$ cat src/design/msfof_pkg.sv
// Shared types, character codes and sizes for the Mode S frame output formatter.
// Used by every module of the block; depends on nothing.
`timescale 1ns / 1ps
`default_nettype none

package msfof_pkg;

  localparam logic [7:0] ESC_BYTE   = 8'h1a;
  localparam logic [7:0] CHAR_STAR  = 8'h2a;
  localparam logic [7:0] CHAR_AT    = 8'h40;
  localparam logic [7:0] CHAR_SEMI  = 8'h3b;
  localparam logic [7:0] CHAR_NL    = 8'h0a;
  localparam logic [7:0] CHAR_TWO   = 8'h32;
  localparam logic [7:0] CHAR_THREE = 8'h33;
  localparam logic [7:0] CHAR_ZERO  = 8'h30;
  localparam logic [7:0] CHAR_A_OFS = 8'h37;
  localparam logic [7:0] LEVEL_MAX  = 8'hff;

  localparam logic [3:0] SHORT_FRAME_LEN = 4'd7;

  localparam int TS_W       = 48;
  localparam int TS_NIBBLES = 12;
  localparam int TS_BYTES   = 6;
  localparam int CNT_W      = 4;

  localparam int          SQRT_W         = 14;
  localparam int          SQRT_BIT_W     = 13;
  localparam int          ROOT_W         = 7;
  localparam logic [31:0] SQRT_SAT_POWER = 32'd16257;

  localparam int FIFO_DEPTH = 4;
  localparam int FIFO_AW    = 2;

  typedef enum logic [1:0] {
    FMT_AVR    = 2'd0,
    FMT_AVR_TS = 2'd1,
    FMT_BEAST  = 2'd2
  } fmt_e;

  typedef enum logic [3:0] {
    ST_IDLE,
    ST_HDR,
    ST_TSHEX,
    ST_HI,
    ST_LO,
    ST_SEMI,
    ST_NL,
    ST_ESC,
    ST_TYPE,
    ST_TSBIN,
    ST_LEVEL,
    ST_DATA
  } state_e;

  typedef struct packed {
    logic [7:0]        data_byte;
    logic              first;
    logic              last;
    fmt_e              fmt;
    logic [7:0]        type_byte;
    logic [TS_W-1:0]   timestamp;
    logic [SQRT_W-1:0] power;
    logic              power_sat;
  } item_t;

  typedef struct packed {
    logic              start;
    logic [SQRT_W-1:0] value;
  } sqrt_req_t;

endpackage

`default_nettype wire

$ cat src/design/msfof_front.sv
// Input side: holds the format register, accepts frame bytes and classifies them
// into queue entries. Depends on msfof_pkg.
`timescale 1ns / 1ps
`default_nettype none

module msfof_front (
  input  wire logic               clk_i,
  input  wire logic               rst_ni,
  input  wire logic               s_axis_tvalid,
  output logic                    s_axis_tready,
  // [7:0] data_byte, [11:8] frame_len, [59:12] timestamp, [91:60] signal_power
  input  wire logic [95:0]        s_axis_tdata,
  // [0] first_byte
  input  wire logic               s_axis_tuser,
  input  wire logic               s_axis_tlast,
  input  wire logic               cfg_we_i,
  input  wire logic [1:0]         cfg_wdata_i,
  input  wire logic               fifo_ready_i,
  output logic                    push_o,
  output msfof_pkg::item_t        item_o
);

  logic [1:0]  fmt_q;
  logic [3:0]  frame_len;
  logic [31:0] power;
  msfof_pkg::fmt_e fmt;

  always_ff @(posedge clk_i or negedge rst_ni) begin
    if (!rst_ni) begin
      fmt_q <= 2'd0;
    end else if (cfg_we_i) begin
      fmt_q <= cfg_wdata_i;
    end
  end

  always_comb begin
    case (fmt_q)
      msfof_pkg::FMT_AVR:    fmt = msfof_pkg::FMT_AVR;
      msfof_pkg::FMT_AVR_TS: fmt = msfof_pkg::FMT_AVR_TS;
      default:               fmt = msfof_pkg::FMT_BEAST;
    endcase
  end

  assign frame_len = s_axis_tdata[11:8];
  assign power     = s_axis_tdata[91:60];

  always_comb begin
    item_o.data_byte = s_axis_tdata[7:0];
    item_o.first     = s_axis_tuser;
    item_o.last      = s_axis_tlast;
    item_o.fmt       = fmt;
    item_o.type_byte = (frame_len == msfof_pkg::SHORT_FRAME_LEN) ?
                       msfof_pkg::CHAR_TWO : msfof_pkg::CHAR_THREE;
    item_o.timestamp = s_axis_tdata[59:12];
    // powers at or above the threshold round to a root of 128 or more
    item_o.power_sat = (power >= msfof_pkg::SQRT_SAT_POWER);
    item_o.power     = item_o.power_sat ? '0 : power[msfof_pkg::SQRT_W-1:0];
  end

  assign s_axis_tready = fifo_ready_i;
  assign push_o        = s_axis_tvalid & fifo_ready_i;

endmodule

`default_nettype wire

$ cat src/design/msfof_fifo.sv
// Short queue of classified items between the input side and the byte sequencer.
// Depends on msfof_pkg.
`timescale 1ns / 1ps
`default_nettype none

module msfof_fifo (
  input  wire logic               clk_i,
  input  wire logic               rst_ni,
  input  wire logic               push_i,
  input  msfof_pkg::item_t        item_i,
  output logic                    ready_o,
  input  wire logic               pop_i,
  output msfof_pkg::item_t        head_o,
  output logic                    valid_o
);

  msfof_pkg::item_t                 mem_q [msfof_pkg::FIFO_DEPTH];
  logic [msfof_pkg::FIFO_AW-1:0]    wr_ptr_q, rd_ptr_q;
  logic [msfof_pkg::FIFO_AW:0]      count_q, count_d;

  assign ready_o = (count_q != (msfof_pkg::FIFO_AW+1)'(msfof_pkg::FIFO_DEPTH));
  assign valid_o = (count_q != '0);
  assign head_o  = mem_q[rd_ptr_q];

  always_comb begin
    count_d = count_q;
    if (push_i && !pop_i) begin
      count_d = count_q + 1'b1;
    end else if (pop_i && !push_i) begin
      count_d = count_q - 1'b1;
    end
  end

  always_ff @(posedge clk_i or negedge rst_ni) begin
    if (!rst_ni) begin
      wr_ptr_q <= '0;
      rd_ptr_q <= '0;
      count_q  <= '0;
    end else begin
      if (push_i) begin
        wr_ptr_q <= wr_ptr_q + 1'b1;
      end
      if (pop_i) begin
        rd_ptr_q <= rd_ptr_q + 1'b1;
      end
      count_q <= count_d;
    end
  end

  always_ff @(posedge clk_i) begin
    if (push_i) begin
      mem_q[wr_ptr_q] <= item_i;
    end
  end

`ifndef SYNTHESIS
  a_no_overflow: assert property (@(posedge clk_i) disable iff (!rst_ni)
    push_i && !pop_i |-> count_q != (msfof_pkg::FIFO_AW+1)'(msfof_pkg::FIFO_DEPTH))
    else $error("transfer pushed into a full queue");
`endif

endmodule

`default_nettype wire

$ cat src/design/msfof_isqrt.sv
// Bit-pair square root of the clipped signal power, one step per cycle, rounded.
// Depends on msfof_pkg.
`timescale 1ns / 1ps
`default_nettype none

module msfof_isqrt (
  input  wire logic                          clk_i,
  input  wire logic                          rst_ni,
  input  msfof_pkg::sqrt_req_t               req_i,
  output logic [msfof_pkg::ROOT_W-1:0]       root_o,
  output logic                               busy_o
);

  logic [msfof_pkg::SQRT_W-1:0]     rem_q, rem_d, res_q, res_d;
  logic [msfof_pkg::SQRT_BIT_W-1:0] bit_q, bit_d;
  logic [msfof_pkg::SQRT_W:0]       trial;

  assign trial = {1'b0, res_q} + (msfof_pkg::SQRT_W+1)'(bit_q);

  always_comb begin
    rem_d = rem_q;
    res_d = res_q;
    bit_d = bit_q;
    if (req_i.start) begin
      rem_d = req_i.value;
      res_d = '0;
      bit_d = {1'b1, {(msfof_pkg::SQRT_BIT_W-1){1'b0}}};
    end else if (bit_q != '0) begin
      if ({1'b0, rem_q} >= trial) begin
        rem_d = msfof_pkg::SQRT_W'({1'b0, rem_q} - trial);
        res_d = (res_q >> 1) + msfof_pkg::SQRT_W'(bit_q);
      end else begin
        res_d = res_q >> 1;
      end
      bit_d = bit_q >> 2;
    end
  end

  always_ff @(posedge clk_i or negedge rst_ni) begin
    if (!rst_ni) begin
      bit_q <= '0;
    end else begin
      bit_q <= bit_d;
    end
  end

  always_ff @(posedge clk_i) begin
    rem_q <= rem_d;
    res_q <= res_d;
  end

  // round up when the remainder exceeds the root
  assign root_o = res_q[msfof_pkg::ROOT_W-1:0] + msfof_pkg::ROOT_W'(rem_q > res_q);
  assign busy_o = (bit_q != '0);

endmodule

`default_nettype wire

$ cat src/design/msfof_back.sv
// Byte sequencer: walks each queued item through its header, body and trailer
// bytes into the output register. Depends on msfof_pkg and msfof_isqrt.
`timescale 1ns / 1ps
`default_nettype none

module msfof_back (
  input  wire logic               clk_i,
  input  wire logic               rst_ni,
  input  msfof_pkg::item_t        head_i,
  input  wire logic               head_valid_i,
  output logic                    pop_o,
  output logic                    m_axis_tvalid,
  input  wire logic               m_axis_tready,
  // [7:0] out_byte
  output logic [7:0]              m_axis_tdata,
  output logic                    m_axis_tlast,
  // [0] message_end
  output logic                    m_axis_tuser
);

  msfof_pkg::state_e state_q, state_d, state_n;
  msfof_pkg::item_t  cur_q, cur_d;
  logic [msfof_pkg::TS_W-1:0]  ts_q, ts_d, ts_n;
  logic [msfof_pkg::CNT_W-1:0] cnt_q, cnt_d, cnt_n;
  logic                        dup_q, dup_d, dup_n;
  logic                        out_valid_q, out_valid_d;
  logic [7:0]                  out_byte_q, out_byte_d;
  logic                        out_last_q, out_last_d, out_end_q, out_end_d;
  logic [7:0]                  byte_val, level;
  logic                        fin, adv, step_done, esc_hit;
  logic [msfof_pkg::ROOT_W-1:0] root;
  logic                        sqrt_busy;
  msfof_pkg::sqrt_req_t        sqrt_req;
  msfof_pkg::state_e           start_state;

  function automatic logic [7:0] hex_char(input logic [3:0] nib);
    logic [7:0] wide;
    wide = {4'h0, nib};
    return (nib < 4'd10) ? msfof_pkg::CHAR_ZERO + wide : msfof_pkg::CHAR_A_OFS + wide;
  endfunction

  msfof_isqrt u_isqrt (
    .clk_i  (clk_i),
    .rst_ni (rst_ni),
    .req_i  (sqrt_req),
    .root_o (root),
    .busy_o (sqrt_busy)
  );

  assign level = cur_q.power_sat ? msfof_pkg::LEVEL_MAX : {root, 1'b0};

  always_comb begin
    byte_val = '0;
    fin      = 1'b0;
    state_n  = state_q;
    cnt_n    = cnt_q;
    ts_n     = ts_q;
    dup_n    = 1'b0;
    esc_hit  = 1'b0;
    case (state_q)
      msfof_pkg::ST_HDR: begin
        cnt_n = '0;
        if (cur_q.fmt == msfof_pkg::FMT_AVR_TS) begin
          byte_val = msfof_pkg::CHAR_AT;
          state_n  = msfof_pkg::ST_TSHEX;
        end else begin
          byte_val = msfof_pkg::CHAR_STAR;
          state_n  = msfof_pkg::ST_HI;
        end
      end
      msfof_pkg::ST_TSHEX: begin
        byte_val = hex_char(ts_q[msfof_pkg::TS_W-1 -: 4]);
        ts_n     = ts_q << 4;
        cnt_n    = cnt_q + 1'b1;
        if (cnt_q == msfof_pkg::CNT_W'(msfof_pkg::TS_NIBBLES-1)) begin
          state_n = msfof_pkg::ST_HI;
        end
      end
      msfof_pkg::ST_HI: begin
        byte_val = hex_char(cur_q.data_byte[7:4]);
        state_n  = msfof_pkg::ST_LO;
      end
      msfof_pkg::ST_LO: begin
        byte_val = hex_char(cur_q.data_byte[3:0]);
        if (cur_q.last) begin
          state_n = msfof_pkg::ST_SEMI;
        end else begin
          fin = 1'b1;
        end
      end
      msfof_pkg::ST_SEMI: begin
        byte_val = msfof_pkg::CHAR_SEMI;
        state_n  = msfof_pkg::ST_NL;
      end
      msfof_pkg::ST_NL: begin
        byte_val = msfof_pkg::CHAR_NL;
        fin      = 1'b1;
      end
      msfof_pkg::ST_ESC: begin
        byte_val = msfof_pkg::ESC_BYTE;
        state_n  = msfof_pkg::ST_TYPE;
      end
      msfof_pkg::ST_TYPE: begin
        byte_val = cur_q.type_byte;
        cnt_n    = '0;
        state_n  = msfof_pkg::ST_TSBIN;
      end
      msfof_pkg::ST_TSBIN: begin
        byte_val = ts_q[msfof_pkg::TS_W-1 -: 8];
        esc_hit  = (byte_val == msfof_pkg::ESC_BYTE) && !dup_q;
        if (esc_hit) begin
          dup_n = 1'b1;
        end else begin
          ts_n  = ts_q << 8;
          cnt_n = cnt_q + 1'b1;
          if (cnt_q == msfof_pkg::CNT_W'(msfof_pkg::TS_BYTES-1)) begin
            state_n = msfof_pkg::ST_LEVEL;
          end
        end
      end
      msfof_pkg::ST_LEVEL: begin
        byte_val = level;
        esc_hit  = (byte_val == msfof_pkg::ESC_BYTE) && !dup_q;
        if (esc_hit) begin
          dup_n = 1'b1;
        end else begin
          state_n = msfof_pkg::ST_DATA;
        end
      end
      msfof_pkg::ST_DATA: begin
        byte_val = cur_q.data_byte;
        esc_hit  = (byte_val == msfof_pkg::ESC_BYTE) && !dup_q;
        if (esc_hit) begin
          dup_n = 1'b1;
        end else begin
          fin = 1'b1;
        end
      end
      default: begin
        state_n = msfof_pkg::ST_IDLE;
      end
    endcase
  end

  always_comb begin
    if (head_i.fmt == msfof_pkg::FMT_BEAST) begin
      start_state = head_i.first ? msfof_pkg::ST_ESC : msfof_pkg::ST_DATA;
    end else begin
      start_state = head_i.first ? msfof_pkg::ST_HDR : msfof_pkg::ST_HI;
    end
  end

  assign adv       = (state_q != msfof_pkg::ST_IDLE) && (!out_valid_q || m_axis_tready);
  assign step_done = adv && fin;
  assign pop_o     = head_valid_i && ((state_q == msfof_pkg::ST_IDLE) || step_done);

  assign sqrt_req.start = pop_o;
  assign sqrt_req.value = head_i.power;

  always_comb begin
    state_d = state_q;
    cur_d   = cur_q;
    ts_d    = ts_q;
    cnt_d   = cnt_q;
    dup_d   = dup_q;
    if (adv) begin
      state_d = state_n;
      ts_d    = ts_n;
      cnt_d   = cnt_n;
      dup_d   = dup_n;
    end
    if (step_done) begin
      state_d = msfof_pkg::ST_IDLE;
    end
    if (pop_o) begin
      state_d = start_state;
      cur_d   = head_i;
      ts_d    = head_i.timestamp;
      cnt_d   = '0;
      dup_d   = 1'b0;
    end
  end

  always_comb begin
    out_valid_d = out_valid_q && !m_axis_tready;
    out_byte_d  = out_byte_q;
    out_last_d  = out_last_q;
    out_end_d   = out_end_q;
    if (adv) begin
      out_valid_d = 1'b1;
      out_byte_d  = byte_val;
      out_last_d  = fin;
      out_end_d   = fin && cur_q.last;
    end
  end

  always_ff @(posedge clk_i or negedge rst_ni) begin
    if (!rst_ni) begin
      state_q     <= msfof_pkg::ST_IDLE;
      cnt_q       <= '0;
      dup_q       <= 1'b0;
      out_valid_q <= 1'b0;
    end else begin
      state_q     <= state_d;
      cnt_q       <= cnt_d;
      dup_q       <= dup_d;
      out_valid_q <= out_valid_d;
    end
  end

  always_ff @(posedge clk_i) begin
    cur_q      <= cur_d;
    ts_q       <= ts_d;
    out_byte_q <= out_byte_d;
    out_last_q <= out_last_d;
    out_end_q  <= out_end_d;
  end

  assign m_axis_tvalid = out_valid_q;
  assign m_axis_tdata  = out_byte_q;
  assign m_axis_tlast  = out_last_q;
  assign m_axis_tuser  = out_end_q;

`ifndef SYNTHESIS
  a_root_ready: assert property (@(posedge clk_i) disable iff (!rst_ni)
    state_q == msfof_pkg::ST_LEVEL |-> !sqrt_busy)
    else $error("level byte sent before the root settled");

  a_dup_state: assert property (@(posedge clk_i) disable iff (!rst_ni)
    dup_q |-> state_q == msfof_pkg::ST_TSBIN || state_q == msfof_pkg::ST_LEVEL ||
              state_q == msfof_pkg::ST_DATA)
    else $error("escape repeat pending outside an escaped byte");

  a_end_on_last: assert property (@(posedge clk_i) disable iff (!rst_ni)
    out_valid_q && out_end_q |-> out_last_q)
    else $error("message end without end of run");
`endif

endmodule

`default_nettype wire

$ cat src/design/mode_s_frame_output_formatter.sv
// Top level of the Mode S frame output formatter: input side, item queue and
// byte sequencer. Depends on msfof_pkg, msfof_front, msfof_fifo and msfof_back.
//
// Usage:
//   s_axis carries one frame byte per transfer, marked first (tuser) and last
//   (tlast), with frame length, timestamp and signal power beside it.
//   m_axis carries the formatted bytes one per transfer; tlast marks the final
//   byte caused by an input transfer, tuser the final byte of a message.
//   cfg_we_i/cfg_wdata_i write the output format (AVR text, AVR with timestamp,
//   Beast binary); the user must write it only while the block is idle (not enforced).
// Throughput: the sequencer sends one byte per cycle while m_axis accepts them;
//   an item makes 2 bytes per AVR body byte, 1 (2 if escaped) per Beast body
//   byte, plus 1 or 13 header and 2 trailer bytes in AVR, 9 to 16 header bytes in Beast.
//   A 4-entry queue absorbs header bursts so input keeps flowing.
// The level byte comes from a 7-step root unit started when the item leaves
//   the queue; it finishes while the header is still being sent.
// Reset clears the queue, the sequencer and the output register and sets the
//   format to AVR text. When m_axis stalls, the output register holds its byte,
//   the sequencer waits and the queue fills before s_axis_tready drops.
`timescale 1ns / 1ps
`default_nettype none

module mode_s_frame_output_formatter (
  input  wire logic        clk_i,
  input  wire logic        rst_ni,
  input  wire logic        s_axis_tvalid,
  output logic             s_axis_tready,
  // [7:0] data_byte, [11:8] frame_len, [59:12] timestamp, [91:60] signal_power
  input  wire logic [95:0] s_axis_tdata,
  // [0] first_byte
  input  wire logic        s_axis_tuser,
  input  wire logic        s_axis_tlast,
  output logic             m_axis_tvalid,
  input  wire logic        m_axis_tready,
  // [7:0] out_byte
  output logic [7:0]       m_axis_tdata,
  // [0] message_end
  output logic             m_axis_tuser,
  output logic             m_axis_tlast,
  input  wire logic        cfg_we_i,
  input  wire logic [1:0]  cfg_wdata_i
);

  msfof_pkg::item_t item, head;
  logic             push, fifo_ready, pop, head_valid;

  msfof_front u_front (
    .clk_i         (clk_i),
    .rst_ni        (rst_ni),
    .s_axis_tvalid (s_axis_tvalid),
    .s_axis_tready (s_axis_tready),
    .s_axis_tdata  (s_axis_tdata),
    .s_axis_tuser  (s_axis_tuser),
    .s_axis_tlast  (s_axis_tlast),
    .cfg_we_i      (cfg_we_i),
    .cfg_wdata_i   (cfg_wdata_i),
    .fifo_ready_i  (fifo_ready),
    .push_o        (push),
    .item_o        (item)
  );

  msfof_fifo u_fifo (
    .clk_i   (clk_i),
    .rst_ni  (rst_ni),
    .push_i  (push),
    .item_i  (item),
    .ready_o (fifo_ready),
    .pop_i   (pop),
    .head_o  (head),
    .valid_o (head_valid)
  );

  msfof_back u_back (
    .clk_i         (clk_i),
    .rst_ni        (rst_ni),
    .head_i        (head),
    .head_valid_i  (head_valid),
    .pop_o         (pop),
    .m_axis_tvalid (m_axis_tvalid),
    .m_axis_tready (m_axis_tready),
    .m_axis_tdata  (m_axis_tdata),
    .m_axis_tlast  (m_axis_tlast),
    .m_axis_tuser  (m_axis_tuser)
  );

endmodule

`default_nettype wire

$ cat config.mk
export PLATFORM = sky130hd
export DESIGN_NAME = mode_s_frame_output_formatter
export DESIGN_NICKNAME = d
export VERILOG_FILES = /design/src/design/msfof_pkg.sv /design/src/design/msfof_front.sv /design/src/design/msfof_fifo.sv /design/src/design/msfof_isqrt.sv /design/src/design/msfof_back.sv /design/src/design/mode_s_frame_output_formatter.sv
export SDC_FILE = /design/constraint.sdc
export NUM_CORES = 1
export LEC_CHECK = 0
export BUFFER_PORTS_ARGS = -buffer_cell sky130_fd_sc_hd__buf_2
export CORE_ASPECT_RATIO = 2
export CORE_MARGIN = 2
export CORE_UTILIZATION = 30
export CTS_BUF_LIST = sky130_fd_sc_hd__clkbuf_8
export CTS_CLUSTER_SIZE = 14
export DETAILED_ROUTE_END_ITERATION = 6
export PLACE_DENSITY = 0.45
export SYNTH_ARGS = -nofsm -noshare
export SYNTH_HDL_FRONTEND = slang
export SYNTH_SLANG_ARGS = --single-unit
$ cat constraint.sdc
create_clock -name clk_i -period 6.3 [get_ports clk_i]
set_input_delay 1.26 -clock clk_i [delete_from_list [all_inputs] [get_ports clk_i]]
set_output_delay 1.26 -clock clk_i [all_outputs]
set_load 0.02 [all_outputs]
==> out/qor.yml <==
root_buffer: "clkbuf_8"
peakVddDrop_mv: 0.241
yosysTopAreaCell: "edfxtp_1"
cts_made_buffers: 69
placed_area_sq_mm: 0.0208
clk_path_buf_depth: 3
clk_latency_ns: 0.63
min_delay_path_depth: 1
fin_ws_ns: 1.77
crit_chain: "inv_1, ha_1, nor3b_1, nor2b_1, buf_4, o21ai_1, a21o_4, buf_4, ha_1, inv_1, fa_1, xor2_1, nor2_1, xor2_1"
cts.repair.resized: 0
ys_types: 76
grt_usage_pct: 14.8
dieArea_sq_mm: 0.0668
end_kind: "flop"
drt_pass1_iterations: 5
drt-total-wl_mm: 48.4
placementRows: 131
timing.setup.tns_ns: 0
area.growth.synth_to_final_pct: 14.2
grt_pass1_vias: 12700
cp.required_ns: 6.84
die_h_um: 363
slew_violations: 0
fin_crit_ns: 4.53
final.period_utilization_pct: 71.9
critPathTopFamily: "adder cells"
synthFlopType: "edfxtp_1"
grt_max_degree: 74
drive_above_1_share_pct: 21.7
synth.avg_cell_area_sq_um: 14.5
synth_top_area_share_pct: 60.3
cp.arrival_ns: 5.07
slew_headroom_pct: 42.0
cts_tree: "yes"
fmax_mhz: 221
detail_route.vias_per_cell: 4.99
gp_congestion: 0.845
design_area_sq_mm: 0.0221
total_power_mw: 12.0
die_x_um: 184
ant_nets: 0
ios: 117
reg2reg_depth: 14
avgRoutedWirePerCell_um: 20.9
synthTopCellsByArea: "edfxtp_1, mux4_2, ha_1"
whs_ns: 0.499
synth_area_sq_mm: 0.0194
tightest_slew_ns: 0.869
synth_cells: 1333
final-setup-viol-count: 0
p_per_area_mw_per_mm2: 541
core_area_sq_mm: 0.0639
layout.nets: 1636
cts_hold_buf: 0
hpwl_mm: 31.5
cts_num_sinks: 429
ys_seq_area_share_pct: 65.1
clk_pin_slew_ns: 0.06
cp_num_cells: 14
grt_pass1_wl_mm: 74.5
cpMaxStageDelayCell: "buf_4"
worstSetupStartpointType: "flop"
cts_setup_buffers: 0
drt_iter0_drc: 630
drv_cap: 0
place_ws_ns: 1.55
finalClockSkew_ns: 0.0232
synth-edff-count: 389
cp-startpoint: "u_back.state_q[2]"
holdCritPathClass: "flop to flop"
vias: 11600
yosysWarnings: 0
cts-htree-levels: 3
initial_core_util_pct: 30.3
async_reset_ff_share_pct: 6.06
overflow: 0
synth_nets: 1502
grt_setup_unrepaired: "false"
drc: 0
cp_max_fo: 73
cp_slowest_stage_delay_ns: 0.75
status: "complete, no violations"
port_buffers: 112
hp-start: "u_fifo.count_q[2]"
report.final.hold_viol_count: 0
antenna_found_initial: 7
leakagePower_nw: 7.77
critPathKind: "flop to flop"
worstReg2RegStart: "u_back.state_q[2]"
ys_seq_elements: 429
crit_buf_inv: 4
[synthesized netlist by cell type (all sizes together) (3+ instances only)]
library cell / instances
o21bai: 6
nor4b: 3
clkbuf: 34
ha: 62
and3: 7
xnor2: 25
dfxtp: 14
edfxtp: 389
a21oi: 51
o31ai: 5
or2: 3
nor3: 17
inv: 37
or4: 4
a211oi: 18
nand2: 146
nand2b: 7
or3: 5
o22ai: 3
a22oi: 3
nor4: 8
dfrtp: 26
o21ba: 3
and2: 28
xor2: 12
a31oi: 66
mux2i: 12
nand3: 22
mux4: 76
buf: 32
nor3b: 3
nor2b: 8
o21ai: 59
a21o: 10
nor2: 75
o21a: 8
mux2: 4
nand4: 12
[cell type report]
type                            count  area (sq um)
Fill cell                        6301         41800
Sequential cell                   429         12600
Multi-Input combinational cell    800          6360
Tap cell                          798           998
Clock buffer                       71           977
Timing Repair Buffer              129           688
Clock inverter                     51           334
Inverter                           38           143
Antenna cell                        3          7.51
[final timing paths]
path | endpoint | slack [ns]
max in group asynchronous | u_fifo.rd_ptr_q[1] | 5.05
worst min-delay path | u_fifo.count_q[2] | 0.50
worst max-delay path | u_fifo.count_q[2] | 1.77
worst min register to register | u_fifo.count_q[2] | 0.50
worst max register to register | u_fifo.count_q[2] | 1.77
min in group asynchronous | u_back.u_isqrt.bit_q[0] | 0.68
[per-layer routing]
metal / part of all wire, % / track usage [%] / wire length (um) / vias to the layer above
li1: - / - / - / 5439
met1: 36 / 15.2 / 17600 / 5783
met2: 56 / 28.8 / 27300 / 244
met3: 3.5 / 2.53 / 1690 / 104
met4: 3.5 / 6.78 / 1710 / 6
met5: 0.070 / 0 / 34 / -
[placed cells by master, fill, tap and decap left out, types with 8 or more instances in the layout]
cell      Yosys  routed
edfxtp_1    389     389
nand2_1     146     146
buf_2        20     112
mux4_2       76      76
nor2_1       75      75
clkbuf_8      0      71
a31oi_1      64      63
ha_1         62      62
inv_1        36      55
o21ai_0      53      52
a21oi_1      49      49
and2_1       27      27
xnor2_1      25      25
dfrtp_1      26      24
nand3_1      22      22
buf_4         2      17
nor3_1       16      16
a211oi_1     15      15
dfxtp_1      14      14
nand4_1      12      12
clkinv_1      1      12
xor2_1       12      12
mux2i_1      12      12
clkinv_2      0      11
a21o_1        9       8
nor2b_1       8       8
o21a_1        8       8
nor4_1        8       8
[state kept, by name, summed over array words and instances, names as in the netlist, 2 cells and up]
signal                count
u_fifo.mem_q            304
u_back.ts_q              48
u_back.u_isqrt.rem_q     14
u_back.u_isqrt.res_q     14
u_back.cur_q             13
u_back.m_axis_tdata       8
u_back.u_isqrt.bit_q      7
u_back.cnt_q              4
u_back.state_q            4
u_fifo.count_q            3
u_fifo.rd_ptr_q           2
u_fifo.wr_ptr_q           2
u_front.fmt_q             2
[cell families after synthesis]
group	share of synthesized area [%]
flops	65.1
simple gates	8.57
compound gates	8.47
buf+inv	2.34
mux	9.68
fa+ha+maj	4.21
xor+xnor	1.67
[power by group]
group          internal (mW)  switching [mW]  total, mW  leakage, nW
Clock                   1.22            1.12       2.34        0.734
Combinational           1.92            2.91       4.82         2.95
Sequential              4.24           0.560       4.80         4.09
Total                   7.37            4.59       12.0         7.77
[through the flow]
step | utilization (%) | cells
3_3_place_gp | 32.6 | 2194
2_1_floorplan | - | 1333
6_report | 34.6 | 2319
4_1_cts | 34.6 | 2316
5_1_grt | 34.6 | 2317
3_5_place_dp | 32.6 | 2194
Power figures use the tool's default switching activity.
